<file path="config.mk">
export PLATFORM = sky130hd
export DESIGN_NAME = upward_downward_band_compressor_unit_flat
export DESIGN_NICKNAME = d
export VERILOG_FILES = /design/src/rtl/udbc_pkg.sv /design/src/rtl/udbc_if.sv /design/src/rtl/upward_downward_band_compressor_unit.sv /design/src/rtl/udbc_mul.sv /design/src/rtl/udbc_div.sv /design/src/flat_wrapper.sv
export VERILOG_INCLUDE_DIRS = /design/src /design/src/rtl
export SDC_FILE = /design/constraint.sdc
export NUM_CORES = 2
export LEC_CHECK = 0
export ABC_AREA = 0
export BUFFER_PORTS_ARGS = -buffer_cell sky130_fd_sc_hd__buf_4
export CAP_MARGIN = 0
export CORE_UTILIZATION = 41
export CTS_CLUSTER_DIAMETER = 60
export DETAILED_ROUTE_END_ITERATION = 7
export GPL_ROUTABILITY_DRIVEN = 0
export PLACE_DENSITY = 0.67
export SETUP_SLACK_MARGIN = 0.5
export SYNTH_ARGS = -nofsm -noshare
export SYNTH_HDL_FRONTEND = slang
export SYNTH_SLANG_ARGS = --single-unit
export TNS_END_PERCENT = 50
</file>
<file path="constraint.sdc">
create_clock -name i_clk -period 21.5 [get_ports i_clk]
set_input_delay 6.45 -clock i_clk [delete_from_list [all_inputs] [get_ports i_clk]]
set_output_delay 6.45 -clock i_clk [all_outputs]
set_load 0.05 [all_outputs]
</file>
<file path="src/rtl/upward_downward_band_compressor_unit_macros.svh">
// Assertion helpers for the band compressor RTL.
`ifndef UPWARD_DOWNWARD_BAND_COMPRESSOR_UNIT_MACROS_SVH
`define UPWARD_DOWNWARD_BAND_COMPRESSOR_UNIT_MACROS_SVH
`ifndef ASSERT_OFF
`define UDBC_ASSERT(lbl, clk, rst_n, prop, msg) \
    lbl: assert property (@(posedge clk) disable iff (!rst_n) prop) else $error(msg);
`define UDBC_ASSERT_ALWAYS(lbl, clk, prop, msg) \
    lbl: assert property (@(posedge clk) prop) else $error(msg);
`else
`define UDBC_ASSERT(lbl, clk, rst_n, prop, msg)
`define UDBC_ASSERT_ALWAYS(lbl, clk, prop, msg)
`endif
`endif

</file>
<file path="src/rtl/udbc_pkg.sv">
`timescale 1ns / 1ps
package udbc_pkg;

    localparam int CHANNELS    = 2;
    localparam int SAMPLE_BITS = 24;
    localparam int CH_W        = (CHANNELS > 1) ? $clog2(CHANNELS) : 1;

    localparam int CFG_IDX_W  = 3;
    localparam int CFG_DATA_W = 31;

    localparam logic [CFG_IDX_W-1:0] REG_DOWN_THR  = 3'd0;
    localparam logic [CFG_IDX_W-1:0] REG_DOWN_RAT  = 3'd1;
    localparam logic [CFG_IDX_W-1:0] REG_UP_THR    = 3'd2;
    localparam logic [CFG_IDX_W-1:0] REG_UP_RAT    = 3'd3;
    localparam logic [CFG_IDX_W-1:0] REG_ATTACK    = 3'd4;
    localparam logic [CFG_IDX_W-1:0] REG_RELEASE   = 3'd5;
    localparam logic [CFG_IDX_W-1:0] REG_BAND_GAIN = 3'd6;

    // serial multiplier: 4-bit digits of the b operand per cycle
    localparam int MUL_AW   = 33;
    localparam int MUL_BW   = 36;
    localparam int MUL_PW   = MUL_AW + MUL_BW;
    localparam int MUL_DIG  = 4;
    localparam int MUL_STEP = MUL_BW / MUL_DIG;
    localparam int MUL_CW   = $clog2(MUL_STEP);

    localparam int DIV_NW = 36;
    localparam int DIV_DW = 8;
    localparam int DIV_CW = $clog2(DIV_NW);

    localparam logic [21:0] DB_PER_LOG2 = 22'd3945660;
    localparam logic [18:0] LOG2_PER_DB = 19'd278664;
    localparam logic [14:0] ENV_FLOOR   = 15'd21475;
    localparam logic signed [28:0] DB_OFFSET = 29'sd122315460;
    localparam logic [23:0] GAIN_MAX    = 24'hFFFFFF;
    localparam logic [23:0] UNITY       = 24'd4194304;
    localparam logic [7:0]  RATIO_MIN   = 8'd10;

    typedef enum logic [3:0] {
        S_IDLE, S_ENV, S_NORM, S_SQ, S_DB, S_CMP, S_RMUL, S_DIV,
        S_EMUL, S_POW, S_PMUL, S_NEXT, S_G1, S_G2, S_OUT, S_DONE
    } t_state;

    typedef struct packed {
        logic              start;
        logic [MUL_AW-1:0] a;
        logic [MUL_BW-1:0] b;
    } t_mul_req;

    typedef struct packed {
        logic              start;
        logic [DIV_NW-1:0] num;
        logic [DIV_DW-1:0] den;
    } t_div_req;

    // 2^(2^-(k+1)) in Q1.30
    function automatic logic [30:0] pow2_tab(input logic [3:0] k);
        logic [30:0] v;
        case (k)
            4'd0:    v = 31'd1518500250;
            4'd1:    v = 31'd1276901417;
            4'd2:    v = 31'd1170923762;
            4'd3:    v = 31'd1121280436;
            4'd4:    v = 31'd1097253708;
            4'd5:    v = 31'd1085434106;
            4'd6:    v = 31'd1079572136;
            4'd7:    v = 31'd1076653033;
            4'd8:    v = 31'd1075196443;
            4'd9:    v = 31'd1074468888;
            4'd10:   v = 31'd1074105294;
            4'd11:   v = 31'd1073923544;
            4'd12:   v = 31'd1073832680;
            4'd13:   v = 31'd1073787251;
            4'd14:   v = 31'd1073764537;
            default: v = 31'd1073753181;
        endcase
        return v;
    endfunction

endpackage

</file>
<file path="src/rtl/udbc_if.sv">
`timescale 1ns / 1ps
interface udbc_in_if;
    import udbc_pkg::*;
    logic                          valid;
    logic                          ready;
    logic signed [SAMPLE_BITS-1:0] sample_in;
    logic                          chan;
    modport source (output valid, sample_in, chan, input ready);
    modport sink   (input valid, sample_in, chan, output ready);
endinterface

interface udbc_out_if;
    import udbc_pkg::*;
    logic                          valid;
    logic                          ready;
    logic signed [SAMPLE_BITS-1:0] sample_out;
    logic                          chan_out;
    modport source (output valid, sample_out, chan_out, input ready);
    modport sink   (input valid, sample_out, chan_out, output ready);
endinterface

interface udbc_cfg_if;
    import udbc_pkg::*;
    logic                  valid;
    logic                  ready;
    logic [CFG_IDX_W-1:0]  index;
    logic [CFG_DATA_W-1:0] data;
    modport source (output valid, index, data, input ready);
    modport sink   (input valid, index, data, output ready);
endinterface

</file>
<file path="src/rtl/upward_downward_band_compressor_unit.sv">
`timescale 1ns / 1ps
// One band of an upward/downward compressor. Each item (sample, channel) updates that
// channel's peak envelope, turns it into a level in tenths of a dB, derives the downward
// cut and upward boost, and returns the sample scaled by both gains and the band gain,
// saturated. One item is in work at a time; the time from acceptance until its result is
// offered is set by the shared multiplier, which retires one 4-bit digit a cycle (one
// envelope update, sixteen squarings for the logarithm, one dB scaling, per active gain
// a ratio product, an exponent product and up to sixteen table products, three more for
// the output), by a 36-step bit-serial divider per active gain, and by a normalising
// shift. A stalled output adds its stall. A finished item waits in the output register
// while the next one is taken. Configuration writes are taken in any cycle.
`include "upward_downward_band_compressor_unit_macros.svh"
module upward_downward_band_compressor_unit (
    input logic        i_clk,
    input logic        i_rst_n,
    udbc_in_if.sink    i_in,
    udbc_cfg_if.sink   i_cfg,
    udbc_out_if.source o_out
);
    import udbc_pkg::*;

    localparam int SB = SAMPLE_BITS;

    // configuration
    logic signed [10:0] r_down_thr, r_up_thr;
    logic [7:0]         r_down_rat, r_up_rat;
    logic [30:0]        r_attack, r_release;
    logic [23:0]        r_band;

    t_state r_state, n_state;

    logic [30:0]       r_env_lvl [CHANNELS];
    logic [CH_W-1:0]   r_ch;
    logic              r_chan;
    logic              r_sneg;
    logic [SB-1:0]     r_mag;
    logic [30:0]       r_lvl;
    logic              r_eneg;
    logic [32:0]       r_x;
    logic [4:0]        r_p;
    logic [15:0]       r_frac;
    logic [3:0]        r_cnt;
    logic signed [28:0] r_d;
    logic              r_up;
    logic [7:0]        r_r;
    logic [15:0]       r_f;
    logic [4:0]        r_n;
    logic [31:0]       r_y;
    logic [4:0]        r_k;
    logic [23:0]       r_gd, r_gu;
    logic [SB-1:0]     r_res;
    logic              r_out_valid;
    logic [SB-1:0]     r_out_smp;
    logic              r_out_chan;

    t_mul_req          mul_req;
    t_div_req          div_req;
    logic              mul_done, div_done;
    logic [MUL_PW-1:0] mul_prod;
    logic [DIV_NW-1:0] div_quot;

    udbc_mul u_mul (
        .i_clk  (i_clk),
        .i_rst_n(i_rst_n),
        .i_req  (mul_req),
        .o_done (mul_done),
        .o_prod (mul_prod)
    );

    udbc_div u_div (
        .i_clk  (i_clk),
        .i_rst_n(i_rst_n),
        .i_req  (div_req),
        .o_done (div_done),
        .o_quot (div_quot)
    );

    // ---------------- input side ----------------
    logic            in_acc;
    logic [SB-1:0]   in_mag;
    logic [32:0]     lvl_raw;
    logic [30:0]     in_lvl;
    logic [CH_W-1:0] in_ch;
    logic [30:0]     env_old;
    logic            rising;
    logic [30:0]     coeff;
    logic [30:0]     emag;

    assign in_acc  = i_in.valid && i_in.ready;
    assign in_mag  = i_in.sample_in[SB-1] ? (~i_in.sample_in + 1'b1) : i_in.sample_in;
    assign lvl_raw = 33'(in_mag) << (32 - SB);
    assign in_lvl  = (lvl_raw > 33'h07FFFFFFF) ? 31'h7FFFFFFF : lvl_raw[30:0];
    assign in_ch   = (CHANNELS == 1) ? '0 : CH_W'(i_in.chan);
    assign env_old = r_env_lvl[in_ch];
    assign rising  = in_lvl > env_old;
    assign coeff   = rising ? r_attack : r_release;
    assign emag    = rising ? (in_lvl - env_old) : (env_old - in_lvl);

    // ---------------- envelope and log ----------------
    logic [62:0] m_round;
    logic [31:0] env_sum;
    logic [30:0] env_new;
    logic [32:0] sq_t;
    logic [32:0] x_nxt;
    logic [15:0] frac_nxt;

    // a rising input's product rounds up, so that the envelope floors the exact blend
    assign m_round  = {1'b0, mul_prod[61:0]} + 63'h7FFFFFFF;
    assign env_sum  = r_eneg ? (32'(r_lvl) - 32'(m_round[62:31]))
                             : (32'(r_lvl) + 32'(mul_prod[61:31]));
    assign env_new  = env_sum[30:0];
    assign sq_t     = mul_prod[63:31];
    assign x_nxt    = sq_t[32] ? {1'b0, sq_t[32:1]} : sq_t;
    assign frac_nxt = {r_frac[14:0], sq_t[32]};

    // ---------------- gain in dB ----------------
    logic signed [28:0] d_val;
    logic signed [10:0] thr_sel;
    logic signed [28:0] thr29;
    logic               cmp_hit;
    logic signed [28:0] gap;
    logic [7:0]         rat_sel, rat_eff;

    assign d_val   = signed'({2'b00, mul_prod[42:16]}) - DB_OFFSET;
    assign thr_sel = r_up ? r_up_thr : r_down_thr;
    assign thr29   = {{2{thr_sel[10]}}, thr_sel, 16'h0000};
    assign cmp_hit = r_up ? (r_d < thr29) : (r_d > thr29);
    assign gap     = r_up ? (thr29 - r_d) : (r_d - thr29);
    assign rat_sel = r_up ? r_up_rat : r_down_rat;
    assign rat_eff = (rat_sel < RATIO_MIN) ? RATIO_MIN : rat_sel;

    // ---------------- exponent ----------------
    logic [22:0] e_val;
    logic [7:0]  dn_n;
    logic [15:0] dn_f;
    logic [31:0] gd_sh;
    logic [32:0] gu_sh;
    logic [24:0] gu_raw;
    logic [23:0] gu_val;
    logic [27:0] g2;
    logic [23:0] g_sat;

    assign e_val  = mul_prod[46:24];
    assign dn_n   = 8'(e_val[22:16]) + 8'(|e_val[15:0]);
    assign dn_f   = 16'h0000 - e_val[15:0];
    assign gd_sh  = r_y >> (6'd8 + 6'(r_n));
    assign gu_sh  = {1'b0, r_y} << r_n[0];
    assign gu_raw = gu_sh[32:8];
    assign gu_val = gu_raw[24] ? GAIN_MAX : gu_raw[23:0];
    assign g2     = mul_prod[49:22];
    assign g_sat  = (|g2[27:24]) ? GAIN_MAX : g2[23:0];

    // ---------------- output value ----------------
    logic [SB:0]   pm;
    logic [SB:0]   lim;
    logic [SB-1:0] res_val;

    assign pm  = mul_prod[SB+22:22];
    assign lim = (SB+1)'(1) << (SB - 1);
    always_comb begin
        if (r_sneg) begin
            res_val = (pm > lim) ? lim[SB-1:0] : (~pm[SB-1:0] + 1'b1);
        end else begin
            res_val = (pm > lim - 1'b1) ? (lim[SB-1:0] - 1'b1) : pm[SB-1:0];
        end
    end

    logic out_free;
    assign out_free = !r_out_valid || o_out.ready;

    // ---------------- next state ----------------
    always_comb begin
        n_state = r_state;
        unique case (r_state)
            S_IDLE: if (in_acc) n_state = S_ENV;
            S_ENV:  if (mul_done) n_state = S_NORM;
            S_NORM: if (r_x[31] || r_p == 5'd0) n_state = S_SQ;
            S_SQ:   if (mul_done && r_cnt == 4'd15) n_state = S_DB;
            S_DB:   if (mul_done) n_state = S_CMP;
            S_CMP:  n_state = cmp_hit ? S_RMUL : S_NEXT;
            S_RMUL: if (mul_done) n_state = S_DIV;
            S_DIV:  if (div_done) n_state = S_EMUL;
            S_EMUL: begin
                if (mul_done) begin
                    if (r_up ? (e_val[22:16] >= 7'd2) : (dn_n >= 8'd32)) n_state = S_NEXT;
                    else n_state = S_POW;
                end
            end
            S_POW: begin
                if (r_k == 5'd16) n_state = S_NEXT;
                else if (r_f[15]) n_state = S_PMUL;
            end
            S_PMUL: if (mul_done) n_state = S_POW;
            S_NEXT: n_state = r_up ? S_G1 : S_CMP;
            S_G1:   if (mul_done) n_state = S_G2;
            S_G2:   if (mul_done) n_state = S_OUT;
            S_OUT:  if (mul_done) n_state = S_DONE;
            S_DONE: if (out_free) n_state = S_IDLE;
            default: n_state = S_IDLE;
        endcase
    end

    // ---------------- unit requests ----------------
    always_comb begin
        mul_req    = '0;
        div_req    = '0;
        i_in.ready = 1'b0;
        unique case (r_state)
            S_IDLE: begin
                i_in.ready    = 1'b1;
                mul_req.start = i_in.valid;
                mul_req.a     = MUL_AW'(coeff);
                mul_req.b     = MUL_BW'(emag);
            end
            S_NORM: begin
                mul_req.start = r_x[31] || r_p == 5'd0;
                mul_req.a     = r_x;
                mul_req.b     = MUL_BW'(r_x);
            end
            S_SQ: begin
                mul_req.start = mul_done;
                if (r_cnt == 4'd15) begin
                    mul_req.a = MUL_AW'({r_p, frac_nxt});
                    mul_req.b = MUL_BW'(DB_PER_LOG2);
                end else begin
                    mul_req.a = x_nxt;
                    mul_req.b = MUL_BW'(x_nxt);
                end
            end
            S_CMP: begin
                mul_req.start = cmp_hit;
                mul_req.a     = MUL_AW'(gap[27:0]);
                mul_req.b     = MUL_BW'(rat_eff - RATIO_MIN);
            end
            S_RMUL: begin
                div_req.start = mul_done;
                div_req.num   = mul_prod[DIV_NW-1:0];
                div_req.den   = r_r;
            end
            S_DIV: begin
                mul_req.start = div_done;
                mul_req.a     = MUL_AW'(div_quot[27:0]);
                mul_req.b     = MUL_BW'(LOG2_PER_DB);
            end
            S_POW: begin
                mul_req.start = (r_k != 5'd16) && r_f[15];
                mul_req.a     = MUL_AW'(r_y);
                mul_req.b     = MUL_BW'(pow2_tab(r_k[3:0]));
            end
            S_NEXT: begin
                mul_req.start = r_up;
                mul_req.a     = MUL_AW'(r_gd);
                mul_req.b     = MUL_BW'(r_gu);
            end
            S_G1: begin
                mul_req.start = mul_done;
                mul_req.a     = MUL_AW'(mul_prod[47:22]);
                mul_req.b     = MUL_BW'(r_band);
            end
            S_G2: begin
                mul_req.start = mul_done;
                mul_req.a     = MUL_AW'(r_mag);
                mul_req.b     = MUL_BW'(g_sat);
            end
            default: ;
        endcase
    end

    // ---------------- configuration ----------------
    assign i_cfg.ready = 1'b1;

    always_ff @(posedge i_clk) begin
        if (!i_rst_n) begin
            r_down_thr <= -11'sd200;
            r_down_rat <= 8'd30;
            r_up_thr   <= -11'sd400;
            r_up_rat   <= 8'd20;
            r_attack   <= 31'h7FFFFFFF;
            r_release  <= 31'h7FFFFFFF;
            r_band     <= UNITY;
        end else if (i_cfg.valid && i_cfg.ready) begin
            case (i_cfg.index)
                REG_DOWN_THR:  r_down_thr <= i_cfg.data[10:0];
                REG_DOWN_RAT:  r_down_rat <= i_cfg.data[7:0];
                REG_UP_THR:    r_up_thr   <= i_cfg.data[10:0];
                REG_UP_RAT:    r_up_rat   <= i_cfg.data[7:0];
                REG_ATTACK:    r_attack   <= i_cfg.data[30:0];
                REG_RELEASE:   r_release  <= i_cfg.data[30:0];
                REG_BAND_GAIN: r_band     <= i_cfg.data[23:0];
                default: ;
            endcase
        end
    end

    // ---------------- control registers ----------------
    always_ff @(posedge i_clk) begin
        if (!i_rst_n) begin
            r_state     <= S_IDLE;
            r_out_valid <= 1'b0;
            for (int i = 0; i < CHANNELS; i++) r_env_lvl[i] <= '0;
        end else begin
            r_state <= n_state;
            if (r_state == S_DONE && out_free) begin
                r_out_valid <= 1'b1;
            end else if (o_out.valid && o_out.ready) begin
                r_out_valid <= 1'b0;
            end
            if (r_state == S_ENV && mul_done) r_env_lvl[r_ch] <= env_new;
        end
    end

    // ---------------- datapath registers ----------------
    always_ff @(posedge i_clk) begin
        case (r_state)
            S_IDLE: begin
                if (in_acc) begin
                    r_ch   <= in_ch;
                    r_chan <= i_in.chan;
                    r_sneg <= i_in.sample_in[SB-1];
                    r_mag  <= in_mag;
                    r_lvl  <= in_lvl;
                    r_eneg <= rising;
                end
            end
            S_ENV: begin
                if (mul_done) begin
                    r_x <= 33'(32'(env_new) + 32'(ENV_FLOOR));
                    r_p <= 5'd31;
                end
            end
            S_NORM: begin
                if (r_x[31] || r_p == 5'd0) begin
                    r_cnt  <= '0;
                    r_frac <= '0;
                end else begin
                    r_x <= {r_x[31:0], 1'b0};
                    r_p <= r_p - 1'b1;
                end
            end
            S_SQ: begin
                if (mul_done) begin
                    r_x    <= x_nxt;
                    r_frac <= frac_nxt;
                    r_cnt  <= r_cnt + 1'b1;
                end
            end
            S_DB: begin
                if (mul_done) begin
                    r_d  <= d_val;
                    r_up <= 1'b0;
                end
            end
            S_CMP: begin
                r_r <= rat_eff;
                if (!cmp_hit) begin
                    if (r_up) r_gu <= UNITY;
                    else r_gd <= UNITY;
                end
            end
            S_EMUL: begin
                if (mul_done) begin
                    r_y <= 32'h40000000;
                    r_k <= '0;
                    if (r_up) begin
                        r_n <= 5'(e_val[22:16]);
                        r_f <= e_val[15:0];
                        if (e_val[22:16] >= 7'd2) r_gu <= GAIN_MAX;
                    end else begin
                        r_n <= dn_n[4:0];
                        r_f <= dn_f;
                        if (dn_n >= 8'd32) r_gd <= '0;
                    end
                end
            end
            S_POW: begin
                if (r_k == 5'd16) begin
                    if (r_up) r_gu <= gu_val;
                    else r_gd <= gd_sh[23:0];
                end else if (!r_f[15]) begin
                    // skip the table entry of a clear exponent bit
                    r_f <= {r_f[14:0], 1'b0};
                    r_k <= r_k + 1'b1;
                end
            end
            S_PMUL: begin
                if (mul_done) begin
                    r_y <= mul_prod[61:30];
                    r_f <= {r_f[14:0], 1'b0};
                    r_k <= r_k + 1'b1;
                end
            end
            S_NEXT: r_up <= 1'b1;
            S_OUT:  if (mul_done) r_res <= res_val;
            S_DONE: begin
                if (out_free) begin
                    r_out_smp  <= r_res;
                    r_out_chan <= r_chan;
                end
            end
            default: ;
        endcase
    end

    assign o_out.valid      = r_out_valid;
    assign o_out.sample_out = r_out_smp;
    assign o_out.chan_out   = r_out_chan;

    `UDBC_ASSERT_ALWAYS(a_rst_idle, i_clk, !i_rst_n |=> (r_state == S_IDLE && !r_out_valid), "reset left block busy")
    `UDBC_ASSERT(a_out_from_done, i_clk, i_rst_n, $rose(r_out_valid) |-> $past(r_state == S_DONE), "result shown without finished item")
    `UDBC_ASSERT(a_no_mul_idle, i_clk, i_rst_n, (r_state == S_IDLE) |-> !mul_done, "multiplier finished with no item in work")
    `UDBC_ASSERT(a_pow_bound, i_clk, i_rst_n, (r_state == S_PMUL) |-> (r_k < 5'd16), "exponent table walked past its end")
endmodule

</file>
<file path="src/rtl/udbc_mul.sv">
`timescale 1ns / 1ps
module udbc_mul (
    input  logic                       i_clk,
    input  logic                       i_rst_n,
    input  udbc_pkg::t_mul_req         i_req,
    output logic                       o_done,
    output logic [udbc_pkg::MUL_PW-1:0] o_prod
);
    import udbc_pkg::*;

    logic [MUL_AW-1:0]         r_a;
    logic [MUL_PW-1:0]         r_acc;
    logic [MUL_CW-1:0]         r_cnt;
    logic                      r_busy;
    logic                      r_done;
    logic [MUL_AW+MUL_DIG-1:0] sum;

    // add one digit's partial product to the upper half, then move right a digit
    assign sum = {{MUL_DIG{1'b0}}, r_acc[MUL_PW-1:MUL_BW]}
               + ((MUL_AW+MUL_DIG)'(r_a) * (MUL_AW+MUL_DIG)'(r_acc[MUL_DIG-1:0]));

    always_ff @(posedge i_clk) begin
        if (!i_rst_n) begin
            r_busy <= 1'b0;
            r_done <= 1'b0;
            r_cnt  <= '0;
        end else begin
            r_done <= 1'b0;
            if (i_req.start) begin
                r_busy <= 1'b1;
                r_cnt  <= '0;
            end else if (r_busy) begin
                r_cnt <= r_cnt + 1'b1;
                if (r_cnt == MUL_CW'(MUL_STEP - 1)) begin
                    r_busy <= 1'b0;
                    r_done <= 1'b1;
                end
            end
        end
    end

    always_ff @(posedge i_clk) begin
        if (i_req.start) begin
            r_a   <= i_req.a;
            r_acc <= {{MUL_AW{1'b0}}, i_req.b};
        end else if (r_busy) begin
            r_acc <= {sum, r_acc[MUL_BW-1:MUL_DIG]};
        end
    end

    assign o_done = r_done;
    assign o_prod = r_acc;
endmodule

</file>
<file path="src/rtl/udbc_div.sv">
`timescale 1ns / 1ps
module udbc_div (
    input  logic                        i_clk,
    input  logic                        i_rst_n,
    input  udbc_pkg::t_div_req          i_req,
    output logic                        o_done,
    output logic [udbc_pkg::DIV_NW-1:0] o_quot
);
    import udbc_pkg::*;

    logic [DIV_NW-1:0] r_q;
    logic [DIV_DW-1:0] r_rem;
    logic [DIV_DW-1:0] r_den;
    logic [DIV_CW-1:0] r_cnt;
    logic              r_busy;
    logic              r_done;
    logic [DIV_DW:0]   trial;
    logic [DIV_DW:0]   diff;
    logic              ge;

    // restoring division, one quotient bit a cycle
    assign trial = {r_rem, r_q[DIV_NW-1]};
    assign diff  = trial - {1'b0, r_den};
    assign ge    = trial >= {1'b0, r_den};

    always_ff @(posedge i_clk) begin
        if (!i_rst_n) begin
            r_busy <= 1'b0;
            r_done <= 1'b0;
            r_cnt  <= '0;
        end else begin
            r_done <= 1'b0;
            if (i_req.start) begin
                r_busy <= 1'b1;
                r_cnt  <= '0;
            end else if (r_busy) begin
                r_cnt <= r_cnt + 1'b1;
                if (r_cnt == DIV_CW'(DIV_NW - 1)) begin
                    r_busy <= 1'b0;
                    r_done <= 1'b1;
                end
            end
        end
    end

    always_ff @(posedge i_clk) begin
        if (i_req.start) begin
            r_q   <= i_req.num;
            r_den <= i_req.den;
            r_rem <= '0;
        end else if (r_busy) begin
            r_rem <= ge ? diff[DIV_DW-1:0] : trial[DIV_DW-1:0];
            r_q   <= {r_q[DIV_NW-2:0], ge};
        end
    end

    assign o_done = r_done;
    assign o_quot = r_q;
endmodule

</file>
<file path="src/flat_wrapper.sv">
// flat-port wrapper written by rule: the top's interface ports become plain ports
module upward_downward_band_compressor_unit_flat import udbc_pkg::*;
  (i_clk, i_rst_n, i_in_valid, i_in_sample_in, i_in_chan, i_in_ready, i_cfg_valid, i_cfg_index, i_cfg_data, i_cfg_ready, o_out_valid, o_out_sample_out, o_out_chan_out, o_out_ready);
  udbc_in_if i_in_i ();
  udbc_cfg_if i_cfg_i ();
  udbc_out_if o_out_i ();
  input logic i_clk;
  input logic i_rst_n;
  input wire logic [$bits(i_in_i.valid)-1:0] i_in_valid;
  input wire logic [$bits(i_in_i.sample_in)-1:0] i_in_sample_in;
  input wire logic [$bits(i_in_i.chan)-1:0] i_in_chan;
  output wire logic [$bits(i_in_i.ready)-1:0] i_in_ready;
  input wire logic [$bits(i_cfg_i.valid)-1:0] i_cfg_valid;
  input wire logic [$bits(i_cfg_i.index)-1:0] i_cfg_index;
  input wire logic [$bits(i_cfg_i.data)-1:0] i_cfg_data;
  output wire logic [$bits(i_cfg_i.ready)-1:0] i_cfg_ready;
  output wire logic [$bits(o_out_i.valid)-1:0] o_out_valid;
  output wire logic [$bits(o_out_i.sample_out)-1:0] o_out_sample_out;
  output wire logic [$bits(o_out_i.chan_out)-1:0] o_out_chan_out;
  input wire logic [$bits(o_out_i.ready)-1:0] o_out_ready;
  assign i_in_i.valid = i_in_valid;
  assign i_in_i.sample_in = i_in_sample_in;
  assign i_in_i.chan = i_in_chan;
  assign i_in_ready = i_in_i.ready;
  assign i_cfg_i.valid = i_cfg_valid;
  assign i_cfg_i.index = i_cfg_index;
  assign i_cfg_i.data = i_cfg_data;
  assign i_cfg_ready = i_cfg_i.ready;
  assign o_out_valid = o_out_i.valid;
  assign o_out_sample_out = o_out_i.sample_out;
  assign o_out_chan_out = o_out_i.chan_out;
  assign o_out_i.ready = o_out_ready;
  upward_downward_band_compressor_unit u_core (.i_clk(i_clk), .i_rst_n(i_rst_n), .i_in(i_in_i), .i_cfg(i_cfg_i), .o_out(o_out_i));
endmodule
</file>
# After elaboration in Yosys (flattened, before gate mapping)
# Memories as Yosys holds them, arrays and structs flattened. A register that Yosys moved wholly into a read port is not among the register bits.
# Cells that the tools add are included.
# W data, S select, Z words.
[totals] input_bits=64 ram_bits=62 mem_count=2 rom_bits=464 reg_bits=604
[memory_table] name="(no name shown)" depth=16 width=29 rd=1 rd_clocked_by_memory_dff=1 wr=0 line="udbc_pkg.sv:59" text="case (k)"
[memory_table] name="u_core.r_env_lvl" depth=2 width=31 rd=1 rd_clocked_by_memory_dff=0 wr=2 line="upward_downward_band_compressor_unit.sv:32" text="logic [30:0] r_env_lvl [CHANNELS];"
[op_classes] n_bitwise=5 shift=2 eq_ne=54 reduce_logical=51 order_cmp=10 addsub=22 mux=109 n_mul=1
[ops] operator="$pmux W70 S9" n=1
[ops] operator="$mux W24" n=20
[ops] operator="$mux W31" n=5
[ops] operator="$mux W36" n=4
[ops] operator="$pmux W24 S3" n=2
[ops] operator="$mux W33" n=3
[ops] operator="$pmux W33 S3" n=1
[ops] operator="$mux W32" n=3
[ops] operator="$sub A31 B31 Y31" n=3
[ops] operator="$mux W16" n=5
[ops] operator="$mux W4" n=20
[ops] operator="$mux W68" n=1
[ops] operator="$pmux W32 S2" n=1
[ops] operator="$pmux W4 S16" n=1
[ops] operator="$add A62 B31 Y62 const B" n=1
[ops] operator="$add A24 B1 Y24 const B" n=2
[ops] operator="$not A24 Y24" n=2
[ops] operator="$pmux W16 S3" n=1
[ops] operator="$mux W45" n=1
[ops] operator="$eq A4 B4 Y1 const B" n=10
[ops] operator="$add A33 B37 Y37" n=1
[ops] operator="$mul A33 B4 Y37" n=1
[ops] operator="$mux W5" n=7
[ops] operator="$ne A2 B2 Y1 const B" n=17
[ops] operator="68 further kinds" n=141

# Depth between registers and ports, before layout
[depth] ltp_word=9 depth_mapped=26 mapped_depth_nobuf=22

# By module
# A second synthesis with hierarchy kept.
[unflattened] cells_unflattened=5173 area_unflattened_um2=47654.5
[modules_own_cells] mod="upward_downward_band_compressor_unit" n_inst=1 area_each_um2=35530.3 cells_each=4032 seq_area_each_um2=14003.4
[modules_own_cells] mod="udbc_mul" n_inst=1 area_each_um2=9288.9 cells_each=929 seq_area_each_um2=2852.7
[modules_own_cells] mod="udbc_div" n_inst=1 area_each_um2=2835.2 cells_each=212 seq_area_each_um2=1641.6

# Worst setup path before layout
# OpenSTA, ideal clock, no wires.
[synth_timing] path_kind="in2reg" from="input i_in_sample_in[9]" to="register u_core.u_mul.r_a[19] (data pin)" cell_stages=22 path_slack_ps=9228 path_buffers=6 arrival_ps=11995 required_ps=21223 path_cell_list="or4_1 -> or3_1 -> or3_1 -> nor2_1 -> nand2_1 -> nor4bb_1 -> clkbuf_1 -> clkbuf_1 -> nor2_1 -> ha_1 -> clkbuf_1 -> nand4_1 -> or4_1 -> nor3_1 -> nor2_1 -> nor2_1 -> o21a_1 -> buf_2 -> buf_1 -> buf_2 -> mux2i_1 -> o221ai_1"
[synth_lines] element="start: declaration" line="flat_wrapper.sv:10" text="input wire logic [$bits(i_in_i.sample_in)-1:0] i_in_sample_in;"
[synth_lines] element="end signal: assignment" line="udbc_mul.sv:44" text="r_a <= i_req.a;"
[synth_lines] element="end: declaration" line="udbc_mul.sv:11" text="logic [MUL_AW-1:0] r_a;"

# Worst setup path in the final report
[layout_timing] from="input i_in_sample_in[9]" to="register u_core.u_mul.r_acc[12], in the netlist u_core.u_mul.o_prod[12] (data pin)"
[layout_via] elab_chain_len=9 word_cells_on_any_way=11 classes_between="3 x add/sub; 2 x order compare; 5 x mux; 1 x bitwise"
[layout_rtl] element="$not A24 Y24" line="upward_downward_band_compressor_unit.sv:90" text="assign in_mag = i_in.sample_in[SB-1] ? (~i_in.sample_in + 1'b1) : i_in.sample_in;"
[layout_rtl] element="$add A24 B1 Y24" line="upward_downward_band_compressor_unit.sv:90"
[layout_rtl] element="$mux W24 (*)" line="upward_downward_band_compressor_unit.sv:90"
[layout_rtl] element="$gt A32 B31 Y1" line="upward_downward_band_compressor_unit.sv:92" text="assign in_lvl = (lvl_raw > 33'h07FFFFFFF) ? 31'h7FFFFFFF : lvl_raw[30:0];"
[layout_rtl] element="$mux W31 (*)" line="upward_downward_band_compressor_unit.sv:92"
[layout_rtl] element="$sub A31 B31 Y31 or $gt A31 B31 Y1 (tied branches)" line="upward_downward_band_compressor_unit.sv:97, upward_downward_band_compressor_unit.sv:95"
[layout_rtl] element="$mux W31 (*)" line="upward_downward_band_compressor_unit.sv:97" text="assign emag = rising ? (in_lvl - env_old) : (env_old - in_lvl);"
[layout_rtl] element="$pmux W70 S9 (*)" line="upward_downward_band_compressor_unit.sv:208" text="unique case (r_state)"
[layout_rtl] element="$mux W36 (*)" line="udbc_mul.sv:43" text="if (i_req.start) begin"
[layout_rtl] element="end signal: assignment" line="udbc_mul.sv:45" text="r_acc <= {{MUL_AW{1'b0}}, i_req.b};"
[layout_rtl] element="end signal: assignment" line="udbc_mul.sv:47" text="r_acc <= {sum, r_acc[MUL_BW-1:MUL_DIG]};"
[layout_rtl] element="end: declaration" line="udbc_mul.sv:12" text="logic [MUL_PW-1:0] r_acc;"
# Mark *: on every way between the ends. The rest lies on a longest branch, timed or not.
# A chain may end at the register's enable or synchronous reset.

==> flow_metrics.tcl <==
set metrics [dict create \
    ctsResizeCount 0 \
    dp_hpwl_mm 126.1 \
    synth-seq-cells 687 \
    skew_ns 0.06315 \
    dp_slack_ns 7.459 \
    cts_tree "done" \
    core_mm2 0.1108 \
    h-tree-depth 3 \
    slowest_stage "buf_4" \
    ys.flop_type "edfxtp_1" \
    cts_buffers 83 \
    io_pins 92 \
    reg2reg_slack_ns 13.25 \
    setup_viol 0 \
    yosys-top-cells-count "nand2_1, edfxtp_1, nor2_1, clkbuf_1, a21oi_1" \
    first_pass_iters 8 \
    netlist_instances 4953 \
    hold_viol_final 0 \
    startpoint_type "input pin" \
    holdBufCountCts 0 \
    hold-path-endpoint "u_core.o_out.sample_out[13]" \
    top_usage_layer "met2" \
    die_area_mm2 0.1134 \
    synth_area_leaders "edfxtp_1, dfxtp_1, nand2_1, ha_1, fa_1" \
    drcViolationCount 46 \
    yosysWarnings 0 \
    hold_class "reg2reg" \
    worstPathArrival_ns 13.95 \
    grt_max_degree 103 \
    r2r_cells 21 \
    setup_ws_ns 7.964 \
    root_buffer "clkbuf_16" \
    critPathRequiredTime_ns 21.91 \
    rsz0062_at_grt "false" \
    clk_pin_slew_worst_paths_ns 0.06 \
    fp.dieH_um 336.7 \
    dr.first_iter.drc_count 6285 \
    first_global_vias 37150 \
    wl_per_cell_um 26.62 \
    seq_area_frac_synth_pct 40.27 \
    postCtsSetupBuffers 0 \
    synth_edf_count 474 \
    p_leak_nw 20.30 \
    fillers 10521 \
    overflow 0 \
    vdd_drop_max_mv 0.2278 \
    initial_core_util_pct 41.45 \
    p_clk_share_pct 15.4 \
    area_growth_syn_to_layout_pct 11.01 \
    min_path_cells 0 \
    cts_max_path_buffers 3 \
    p_comb_share_pct 64.1 \
    via_count 40816 \
    ant_nets 0 \
    yosysTopAreaCell "edfxtp_1" \
    p_switching_mw 4.682 \
    async_flop_share_pct 0 \
    status "complete, but fails checks" \
    worstMarginPinSlew_ns 1.317 \
    crit_start "i_in_sample_in[9]" \
    syn_avg_cell_area_um2 9.275 \
    yosysMostFrequentCell "nand2_1" \
    fp.dieW_um 336.7 \
    cts.sinks 687 \
    wirelength_mm 172.1 \
    fin_nets 5261 \
    portBuffers 90 \
    synth_area_mm2 0.04594 \
    cp_cell_sequence "buf_4 > or4_1 > or3_1 > or3_1 > nor2_1 > nand2_1 > nor4bb_4 > buf_4 > inv_1 > ha_1 > nand4_1 > or4_1 > nor3_1 > nor2_1 > nor2_1 > o21a_2 > buf_4 > inv_2 > mux2i_1 > xor2_1 > a2111oi_0 > a21oi_1" \
    drv_slew 0 \
    via_per_inst 6.313 \
    grtUsageMet3_pct 10.42 \
    r2r_end "u_core.r_x[24]" \
    path_class "in2reg" \
    antenna_found_initial 11 \
    fmax_mhz 73.88 \
    cap_violations 0 \
    synth_cell_types 96 \
    netlist.area_leader.share_pct 30.98 \
    fin_setup_tns_ns 0 \
    cp_max_fo 46 \
    critical_path.endpoint_type "flip-flop" \
    p_int_mw 4.925 \
    grt_pass1_wl_mm 246.5 \
    crit_path_max_incr_delay_ns 0.71 \
    power.share.sequential_pct 20.5 \
    grtUsageMet1_pct 36.39 \
    finalWorstPathRequiredPeriod_ns 13.54 \
    syn-num-nets 5311 \
    hp-start "u_core.r_res[13]" \
    powerDensity_mw_per_mm2 188.4 \
    max_slew_margin_pct 12.23 \
    met2_usage_pct 43.72 \
    swShare_pct 48.73 \
    min_period_over_period_pct 62.96 \
    grtUsageTotal_pct 29.50 \
    violations "design-rule violations" \
    drive_gt1_share_pct 9.676 \
    insertion_delay_ns 0.71 \
    num_rows 122 \
    r2r_start "u_core.u_mul.o_prod[22]" \
]
==> worst max-delay path, delay by kind of cell <==
family                   cells  cell delay [ns]
AND/OR/NAND/NOR             11             3.31
multiplexers                 1             0.38
adder cells (fa/ha/maj)      1             0.61
AO/OA/AOI/OAI                3             0.88
buffers and inverters        5             2.08
XOR/XNOR                     1             0.15
==> routing by layer <==
metal  vias to the layer above  wire length (um)
met5                         -                62
met4                        10             13530
met3                       700             23510
met2                      2771             72870
met1                     19549             62110
li1                      17786                 -
==> cell usage in the layout (no fill, tap or decap), drive strengths merged, types with 68 or more instances in the layout <==
cell type	count
nor2	351
dfxtp	213
mux2i	177
a21o	91
a21oi	272
nand2	698
mux2	75
nand3	187
nor3	85
xnor2	149
ha	195
o21ai	224
and3	68
fa	99
and2	95
inv	254
xor2	90
clkbuf	112
buf	186
edfxtp	474
==> state kept, by name (all words and copies together) (netlist names), 28 cells and up, named ones only <==
register             count
u_core.r_attack         31
u_core.u_mul.o_prod     69
u_core.r_release        31
u_core.r_d              28
u_core.u_div.o_quot     36
u_core.r_env_lvl        62
u_core.r_x              33
u_core.r_y              32
u_core.u_mul.r_a        33
==> stage by stage <==
stage	hold slack (ns)	std cells	power [mW]	area, um^2	util, %
after floorplan	0.4003	4953	6.221	45940	-
after global placement	0.4061	6306	7.857	48090	43.40
after detailed placement	0.4045	6306	7.934	48090	43.40
after CTS	0.4185	6459	9.444	50980	46.00
after global routing	0.4269	6459	10.20	50980	46.00
final	0.4164	6465	9.607	51000	46.02
==> cells by family after synthesis <==
group | synth area share, %
simple gates | 17.50
compound gates | 17.01
flops | 40.27
buf+inv | 4.707
fa+ha+maj | 9.625
mux | 6.333
xor+xnor | 4.557
other cells | 0.008163
==> how the worst max path moves through the flow <==
| stage | endpoint | slack (ns) | cells after the start |
|---|---|---|---|
| 6_report | u_core.u_mul.o_prod[12] | 7.96 | 22 |
| 5_1_grt | u_core.u_mul.o_prod[12] | 7.69 | 22 |
| 4_1_cts | u_core.u_mul.o_prod[12] | 8.14 | 22 |
| 3_5_place_dp | u_core.u_mul.o_prod[12] | 7.46 | 22 |
| 3_3_place_gp | u_core.u_mul.o_prod[12] | 7.70 | 22 |
| 2_1_floorplan | u_core.u_mul.r_a[19] | 9.23 | 22 |
==> final cells by class <==
cell class                      count  area (um^2)  share of cell area (%)
Sequential cell                   687        18500                   36.28
Inverter                          249        935.9                   1.835
Antenna cell                        6        15.01                 0.02944
Clock inverter                     41        526.8                   1.033
Timing Repair Buffer              186         1396                   2.738
Multi-Input combinational cell   3696        25400                   49.80
Clock buffer                      112         2362                   4.632
Tap cell                         1488         1862                   3.651
==> power groups by stage <==
stage	Clock, mW	Combinational (mW)	Sequential, mW
floorplan	0	4.40	1.82
global placement	0	5.89	1.97
detailed placement	0	5.97	1.97
CTS	1.49	6.02	1.94
global route	1.54	6.70	1.96
finish	1.48	6.16	1.97
No activity file was read; power rests on OpenSTA's default activity.
